===== config.mk =====
export PLATFORM = sky130hd
export DESIGN_NAME = apdh_ctrl
export DESIGN_NICKNAME = d
export VERILOG_FILES = /design/src/design/apdh_pkg.sv /design/src/design/apdh_ctrl.sv
export SDC_FILE = /design/constraint.sdc
export NUM_CORES = 1
export LEC_CHECK = 0
export BUFFER_PORTS_ARGS = -buffer_cell sky130_fd_sc_hd__buf_2
export CAP_MARGIN = 20
export CELL_PAD_IN_SITES_DETAIL_PLACEMENT = 2
export CELL_PAD_IN_SITES_GLOBAL_PLACEMENT = 2
export CORE_ASPECT_RATIO = 0.6
export CORE_MARGIN = 2
export CORE_UTILIZATION = 23
export DETAILED_ROUTE_END_ITERATION = 10
export PLACE_DENSITY = 0.74
export SYNTH_ARGS = -nofsm -noshare
export SYNTH_HDL_FRONTEND = slang
export SYNTH_SLANG_ARGS = --single-unit

===== constraint.sdc =====
create_clock -name i_clk -period 1.6 [get_ports i_clk]
set_input_delay 0.16 -clock i_clk [delete_from_list [all_inputs] [get_ports i_clk]]
set_output_delay 0.16 -clock i_clk [all_outputs]
set_load 0.02 [all_outputs]

===== src/design/apdh_pkg.sv =====
// Package for the atom pair distance histogram.
// Types, codes and fixed constants shared by the controller, datapath and top level.
`default_nettype none

package apdh_pkg;

    localparam int NUM_TYPES = 85;
    localparam int COORD_W   = 20;
    localparam int TYPE_W    = 7;
    localparam int RBIN_W    = 4;
    localparam int CNT_W     = 32;
    localparam int CFG_W     = 16;
    localparam int CFG_IDX_W = 1;
    localparam int D2_W      = 42;

    localparam logic [CFG_W-1:0] BIN_WIDTH_RST = 16'd256;
    localparam logic [CFG_W-1:0] CUTOFF_RST    = 16'd4096;

    localparam logic [CFG_IDX_W-1:0] CFG_BIN_WIDTH = 1'b0;
    localparam logic [CFG_IDX_W-1:0] CFG_CUTOFF    = 1'b1;

    localparam logic ACT_PAIR = 1'b0;
    localparam logic ACT_READ = 1'b1;

    // multiplier operand select
    localparam logic [2:0] MSEL_DX  = 3'd0;
    localparam logic [2:0] MSEL_DY  = 3'd1;
    localparam logic [2:0] MSEL_DZ  = 3'd2;
    localparam logic [2:0] MSEL_CUT = 3'd3;
    localparam logic [2:0] MSEL_ACC = 3'd4;

    // squared distance accumulator
    localparam logic [1:0] D2_HOLD = 2'd0;
    localparam logic [1:0] D2_LOAD = 2'd1;
    localparam logic [1:0] D2_ADD  = 2'd2;

    // memory address select
    localparam logic [1:0] ASEL_FWD  = 2'd0;
    localparam logic [1:0] ASEL_REV  = 2'd1;
    localparam logic [1:0] ASEL_READ = 2'd2;

    // result staging
    localparam logic [1:0] RES_HOLD = 2'd0;
    localparam logic [1:0] RES_ZERO = 2'd1;
    localparam logic [1:0] RES_READ = 2'd2;
    localparam logic [1:0] RES_PAIR = 2'd3;

    // base atom type ranges
    localparam int BASE0_LO = 12;
    localparam int BASE0_HI = 21;
    localparam int BASE1_LO = 34;
    localparam int BASE1_HI = 41;
    localparam int BASE2_LO = 55;
    localparam int BASE2_HI = 61;
    localparam int BASE3_LO = 75;
    localparam int BASE3_HI = 84;

    typedef struct packed {
        logic                      action;
        logic signed [COORD_W-1:0] x_first;
        logic signed [COORD_W-1:0] y_first;
        logic signed [COORD_W-1:0] z_first;
        logic signed [COORD_W-1:0] x_second;
        logic signed [COORD_W-1:0] y_second;
        logic signed [COORD_W-1:0] z_second;
        logic [TYPE_W-1:0]         type_first;
        logic [TYPE_W-1:0]         type_second;
        logic                      adjacent_residues;
        logic [RBIN_W-1:0]         read_bin;
    } t_in_item;

    typedef struct packed {
        logic              pair_counted;
        logic [RBIN_W-1:0] bin_index;
        logic [CNT_W-1:0]  count_value;
    } t_out_item;

    typedef struct packed {
        logic       load;
        logic [2:0] mul_sel;
        logic [1:0] d2_op;
        logic       bin_init;
        logic       bin_step;
        logic [1:0] addr_sel;
        logic       mem_rd;
        logic       mem_wr;
        logic       clr_wr;
        logic [1:0] res_op;
        logic       out_load;
    } t_dp_cmd;

    typedef struct packed {
        logic is_read;
        logic skip;
        logic d2_ge_cut;
        logic prod_le_d2;
        logic bin_last;
        logic same_type;
        logic clr_last;
    } t_dp_stat;

    function automatic logic is_base(input logic [TYPE_W-1:0] t);
        logic r;
        r = (t >= TYPE_W'(BASE0_LO) && t <= TYPE_W'(BASE0_HI)) ||
            (t >= TYPE_W'(BASE1_LO) && t <= TYPE_W'(BASE1_HI)) ||
            (t >= TYPE_W'(BASE2_LO) && t <= TYPE_W'(BASE2_HI)) ||
            (t >= TYPE_W'(BASE3_LO) && t <= TYPE_W'(BASE3_HI));
        return r;
    endfunction

endpackage

`default_nettype wire


===== src/design/apdh_ctrl.sv =====
// Controller state machine: clearing pass, distance, bin search, counter updates and reads.
// Depends on apdh_pkg.
`default_nettype none

module apdh_ctrl (
    input  wire logic               i_clk,
    input  wire logic               i_rst_n,
    input  wire logic               i_in_valid,
    output logic                    o_in_stall,
    output logic                    o_out_valid,
    input  wire logic               i_out_stall,
    input  wire apdh_pkg::t_dp_stat i_stat,
    output apdh_pkg::t_dp_cmd       o_cmd
);

    localparam logic [4:0] S_CLEAR = 5'd0;
    localparam logic [4:0] S_IDLE  = 5'd1;
    localparam logic [4:0] S_DEC   = 5'd2;
    localparam logic [4:0] S_MX    = 5'd3;
    localparam logic [4:0] S_MY    = 5'd4;
    localparam logic [4:0] S_MZ    = 5'd5;
    localparam logic [4:0] S_MC    = 5'd6;
    localparam logic [4:0] S_CC    = 5'd7;
    localparam logic [4:0] S_MB    = 5'd8;
    localparam logic [4:0] S_CB    = 5'd9;
    localparam logic [4:0] S_R1    = 5'd10;
    localparam logic [4:0] S_W1    = 5'd11;
    localparam logic [4:0] S_R2    = 5'd12;
    localparam logic [4:0] S_W2    = 5'd13;
    localparam logic [4:0] S_RR    = 5'd14;
    localparam logic [4:0] S_RW    = 5'd15;
    localparam logic [4:0] S_OUT   = 5'd16;

    logic [4:0] r_state, n_state;
    logic       r_out_valid, n_out_valid;
    logic       out_free;

    assign out_free = !r_out_valid || !i_out_stall;

    always_comb begin
        n_state = r_state;
        o_cmd   = '0;
        o_cmd.mul_sel  = apdh_pkg::MSEL_DX;
        o_cmd.d2_op    = apdh_pkg::D2_HOLD;
        o_cmd.addr_sel = apdh_pkg::ASEL_FWD;
        o_cmd.res_op   = apdh_pkg::RES_HOLD;
        case (r_state)
            S_CLEAR: begin
                o_cmd.clr_wr = 1'b1;
                if (i_stat.clr_last) begin
                    n_state = S_IDLE;
                end
            end
            S_IDLE: begin
                if (i_in_valid) begin
                    o_cmd.load = 1'b1;
                    n_state    = S_DEC;
                end
            end
            S_DEC: begin
                if (i_stat.is_read) begin
                    n_state = S_RR;
                end else if (i_stat.skip) begin
                    o_cmd.res_op = apdh_pkg::RES_ZERO;
                    n_state      = S_OUT;
                end else begin
                    n_state = S_MX;
                end
            end
            S_MX: begin
                o_cmd.mul_sel = apdh_pkg::MSEL_DX;
                n_state       = S_MY;
            end
            S_MY: begin
                o_cmd.mul_sel = apdh_pkg::MSEL_DY;
                o_cmd.d2_op   = apdh_pkg::D2_LOAD;
                n_state       = S_MZ;
            end
            S_MZ: begin
                o_cmd.mul_sel = apdh_pkg::MSEL_DZ;
                o_cmd.d2_op   = apdh_pkg::D2_ADD;
                n_state       = S_MC;
            end
            S_MC: begin
                o_cmd.mul_sel = apdh_pkg::MSEL_CUT;
                o_cmd.d2_op   = apdh_pkg::D2_ADD;
                n_state       = S_CC;
            end
            S_CC: begin
                if (i_stat.d2_ge_cut) begin
                    o_cmd.res_op = apdh_pkg::RES_ZERO;
                    n_state      = S_OUT;
                end else begin
                    o_cmd.bin_init = 1'b1;
                    n_state        = S_MB;
                end
            end
            S_MB: begin
                o_cmd.mul_sel = apdh_pkg::MSEL_ACC;
                n_state       = S_CB;
            end
            S_CB: begin
                // next bin edge still inside the distance: step up or give up
                if (i_stat.prod_le_d2) begin
                    if (i_stat.bin_last) begin
                        o_cmd.res_op = apdh_pkg::RES_ZERO;
                        n_state      = S_OUT;
                    end else begin
                        o_cmd.bin_step = 1'b1;
                        n_state        = S_MB;
                    end
                end else begin
                    n_state = S_R1;
                end
            end
            S_R1: begin
                o_cmd.addr_sel = apdh_pkg::ASEL_FWD;
                o_cmd.mem_rd   = 1'b1;
                n_state        = S_W1;
            end
            S_W1: begin
                o_cmd.addr_sel = apdh_pkg::ASEL_FWD;
                o_cmd.mem_wr   = 1'b1;
                o_cmd.res_op   = apdh_pkg::RES_PAIR;
                n_state        = S_R2;
            end
            S_R2: begin
                o_cmd.addr_sel = apdh_pkg::ASEL_REV;
                o_cmd.mem_rd   = 1'b1;
                n_state        = S_W2;
            end
            S_W2: begin
                o_cmd.addr_sel = apdh_pkg::ASEL_REV;
                o_cmd.mem_wr   = 1'b1;
                // same counter hit twice: report the second update
                if (i_stat.same_type) begin
                    o_cmd.res_op = apdh_pkg::RES_PAIR;
                end
                n_state = S_OUT;
            end
            S_RR: begin
                o_cmd.addr_sel = apdh_pkg::ASEL_READ;
                o_cmd.mem_rd   = 1'b1;
                n_state        = S_RW;
            end
            S_RW: begin
                o_cmd.res_op = apdh_pkg::RES_READ;
                n_state      = S_OUT;
            end
            S_OUT: begin
                if (out_free) begin
                    o_cmd.out_load = 1'b1;
                    n_state        = S_IDLE;
                end
            end
            default: n_state = S_IDLE;
        endcase
    end

    always_comb begin
        if (o_cmd.out_load) begin
            n_out_valid = 1'b1;
        end else if (!i_out_stall) begin
            n_out_valid = 1'b0;
        end else begin
            n_out_valid = r_out_valid;
        end
    end

    always_ff @(posedge i_clk) begin
        if (!i_rst_n) begin
            r_state     <= S_CLEAR;
            r_out_valid <= 1'b0;
        end else begin
            r_state     <= n_state;
            r_out_valid <= n_out_valid;
        end
    end

    assign o_in_stall  = (r_state != S_IDLE);
    assign o_out_valid = r_out_valid;

endmodule

`default_nettype wire


==> out/results.tsv <==
stage	metric	value	unit
outcome	status	finished, violations left	
outcome	violated checks	setup timing	
clocking	number of buffers created by CTS	3	
min_path	min-delay worst type	in -> reg	
flow_run	Max Cap Violations	0	
clocking	H-Tree Depth	1	
floorplan	Rows	14	
placed_design	RD Place Congestion	0.767	
power_and_ir_drop	clock power share	44.2	%
detailed_routing	first-pass detailed-route iteration total	4	
yosys	Synth Warn #	0	
yosys	Yosys cell types	38	
floorplan	Die Width	71.1	um
yosys	post-synth top area cell	dfxtp_1	
yosys	Post-synth EDFFs	0	
power_and_ir_drop	Total Power	544	uW
detailed_routing	vias post-DR	824	
final_layout	Final Cell Area	0.00102	mm2
detailed_routing	antenna-violating nets left	0	
setup_path	R2R setup slack	20	ps
yosys	top cells by instance count after synthesis	nor2_1 (9), nor3_1 (8), dfxtp_1 (6), nand2_1 (5), nor2b_1 (5)	
final_layout	share of cells above drive strength 1	51.6	%
power_and_ir_drop	Max VDD drop	0.000219	V
setup_path	critical path type	reg -> out	
min_path	hold depth	2	
timing	fmax	584	MHz
detailed_routing	Residual DRC	0	
setup_path	worst r2r dst	r_state[1]	
timing	max-slew violations	0	
setup_path	critical path endpoint category	primary output	
timing	RSZ-0062 raised after global routing	yes	
floorplan	initial core utilization	24.4	%
setup_path	worst reg2reg path depth	4	
min_path	Hold EP	r_state[3]	
power_and_ir_drop	sequential share of power	29.6	%
timing	Slew headroom	68.4	%
yosys	Post-Syn Area	621	um2
grt	GRT Residual Overflow	0	
setup_path	crit path DAT	1550	ps
grt	largest net degree at the start of global routing	16	
timing	Setup violations, final	3	
clocking	CTS tree	yes	
grt	first-pass GRT wire length	4.11	mm
detailed_routing	WL final	2.80	mm
clocking	clk root buf	clkbuf_8	
yosys	mean area per synthesized cell	7.30	um2
detailed_routing	1st-iter DRT viols	26	
final_layout	area of the multi-input gates	518	um2
grt	vias in the first global route	825	
timing	setup TNS	-159	ps
floorplan	core area	0.00254	mm2
yosys	flops & latches, synth	6	
setup_path	Worst setup SP type	flip-flop	
grt	initial antenna violation count	0	
power_and_ir_drop	power per standard cell area	534	mW/mm2
detailed_routing	Via-to-Cell Ratio	5.28	
final_layout	Area Overhead vs Synth	64.1	%
clocking	worst-skew pair later-pin latency	230	ps
clocking	clock buffer depth	2	
yosys	syn_nets	96	
yosys	Async S/R FF share, synth	0	%
yosys	Synth area leaders	dfxtp_1 (19%), nor3_1 (6.5%), nor2_1 (5.4%)	
power_and_ir_drop	net switching power	163	uW
detailed_routing	WL/cell	17.9	um
yosys	post-synth top area share	19.4	%
clocking	CTS sink cnt	6	
floorplan	Ports	29	
power_and_ir_drop	Gate power share	26.2	%
timing	actual slew at the worst max-slew pin	468	ps
clocking	Hold-fix buffers, CTS	0	
yosys	most frequent cell after synthesis	nor2_1	
timing	worst setup margin	-113	ps
placed_design	I/O Buffers	28	
timing	fin crit period	1710	ps
detailed_routing	met2 wire len	1.32	mm
power_and_ir_drop	P_int	381	uW
detailed_routing	detailed-routing wirelength on met1	1.37	mm
detailed_routing	Met3 Wirelength	111	um
power_and_ir_drop	Sw Ratio	29.9	%
setup_path	top fanout value on the critical path	2	
power_and_ir_drop	leakage	0.000427	uW
timing	Hold Vio Cnt, Final	0	
setup_path	Critical Path RT	1440	ps
floorplan	Die Ht	44.2	um
placed_design	hpwl dp	2.03	mm
timing	fin crit share	107	%
floorplan	Die ar.	0.00314	mm2
grt	Total Routing Usage GR	17.2	%
final_layout	Fillers	291	
placed_design	Placed Area	850	um2
yosys	register area share after synthesis	19.4	%
final_layout	# nets final	137	
detailed_routing	Top Metal Used	met4	
setup_path	Reg2Reg Launch Point	r_state[4]	
final_layout	post-layout util	40.1	%
final_layout	register area	124	um2
yosys	post-synthesis cell count	85	
timing	clock skew	3.88	ps
final_layout	Ant. Diodes	0	
yosys	top_reg_cell synth	dfxtp_1	
min_path	Hold Crit Start	i_rst_n	
clocking	clock-pin slew on the worst setup and hold paths	40	ps
==> registers in the layout (all words and copies together), names as in the netlist <==
signal / count
r_state: 5
o_out_valid: 1
==> worst max-delay path, cell delays in order, from the launching register on <==
cell	delay (ps)
dfxtp_2	320
or3_4	380
or3_4	380
nand4_1	90
buf_4	150
==> power by group through the flow <==
| stage | Clock, uW | Combinational (uW) | Sequential [uW] |
|---|---|---|---|
| 2_1_floorplan | 0 | 74.8 | 160 |
| 3_3_place_gp | 0 | 118 | 161 |
| 3_5_place_dp | 0 | 124 | 162 |
| 4_1_cts | 240 | 132 | 160 |
| 5_1_grt | 255 | 156 | 161 |
| 6_report | 240 | 143 | 161 |
==> cell families (layout without fill, tap and decap cells) <==
group,after synthesis,count (layout),share of synthesized area [%]
buf+inv,10,49,8.27
simple gates,50,50,48.4
flops,6,6,19.4
xor+xnor,1,1,1.41
compound gates,18,18,22.6
==> worst max path at each step <==
stage               endpoint  startpoint  depth (start not counted)
floorplan           o_cmd[1]  r_state[2]                          4
global placement    o_cmd[1]  r_state[4]                          5
detailed placement  o_cmd[1]  r_state[4]                          5
CTS                 o_cmd[1]  r_state[4]                          4
global route        o_cmd[1]  r_state[4]                          4
finish              o_cmd[1]  r_state[4]                          4
==> area by class of cell <==
class | count | share of cell area (%)
Multi-Input combinational cell | 69 | 50.9
Tap cell | 32 | 3.93
Clock buffer | 3 | 4.05
Sequential cell | 6 | 12.2
Inverter | 3 | 1.11
Timing Repair Buffer | 43 | 27.9
==> repair_timing <==
| action | CTS | global route |
|---|---|---|
| setup endpoints to repair | 8 | 10 |
| buffers inserted | 2 | 2 |
| endpoints found under the hold margin | 0 | 0 |
| gates resized for setup | 9 | 17 |
| pin swaps | 3 | 1 |
==> per-stage QoR <==
step                worst slack, ps  instances  hold slack, ps
finish                         -113        156             207
global route                   -156        156             215
CTS                            -104        154             215
detailed placement            -41.7        149             452
global placement               78.4        149             422
floorplan                      67.2         85             294
==> layout by cell type (no fill, tap or decap), types with 2 or more instances in the layout <==
master	synthesis	layout
o21ai_0	3	3
dfxtp_1	6	3
a21oi_1	3	2
buf_2	2	23
nor3b_4	0	2
or3_4	3	3
nand4_1	2	2
inv_1	3	3
nor3_2	0	2
nand3b_1	2	2
clkbuf_8	0	3
nand2_1	5	5
nor2b_1	5	4
nand2b_1	4	3
nor3_1	8	6
buf_4	1	15
dfxtp_2	0	3
nor2_1	9	8
buf_6	1	5
==> metal layers <==
layer / global-route usage (%) / vias up
li1: - / 392
met1: 23.0 / 409
met2: 29.0 / 21
met3: 4.78 / 2
met4: 2.26 / 0
met5: 0 / -
Power figures use the tool's default switching activity.
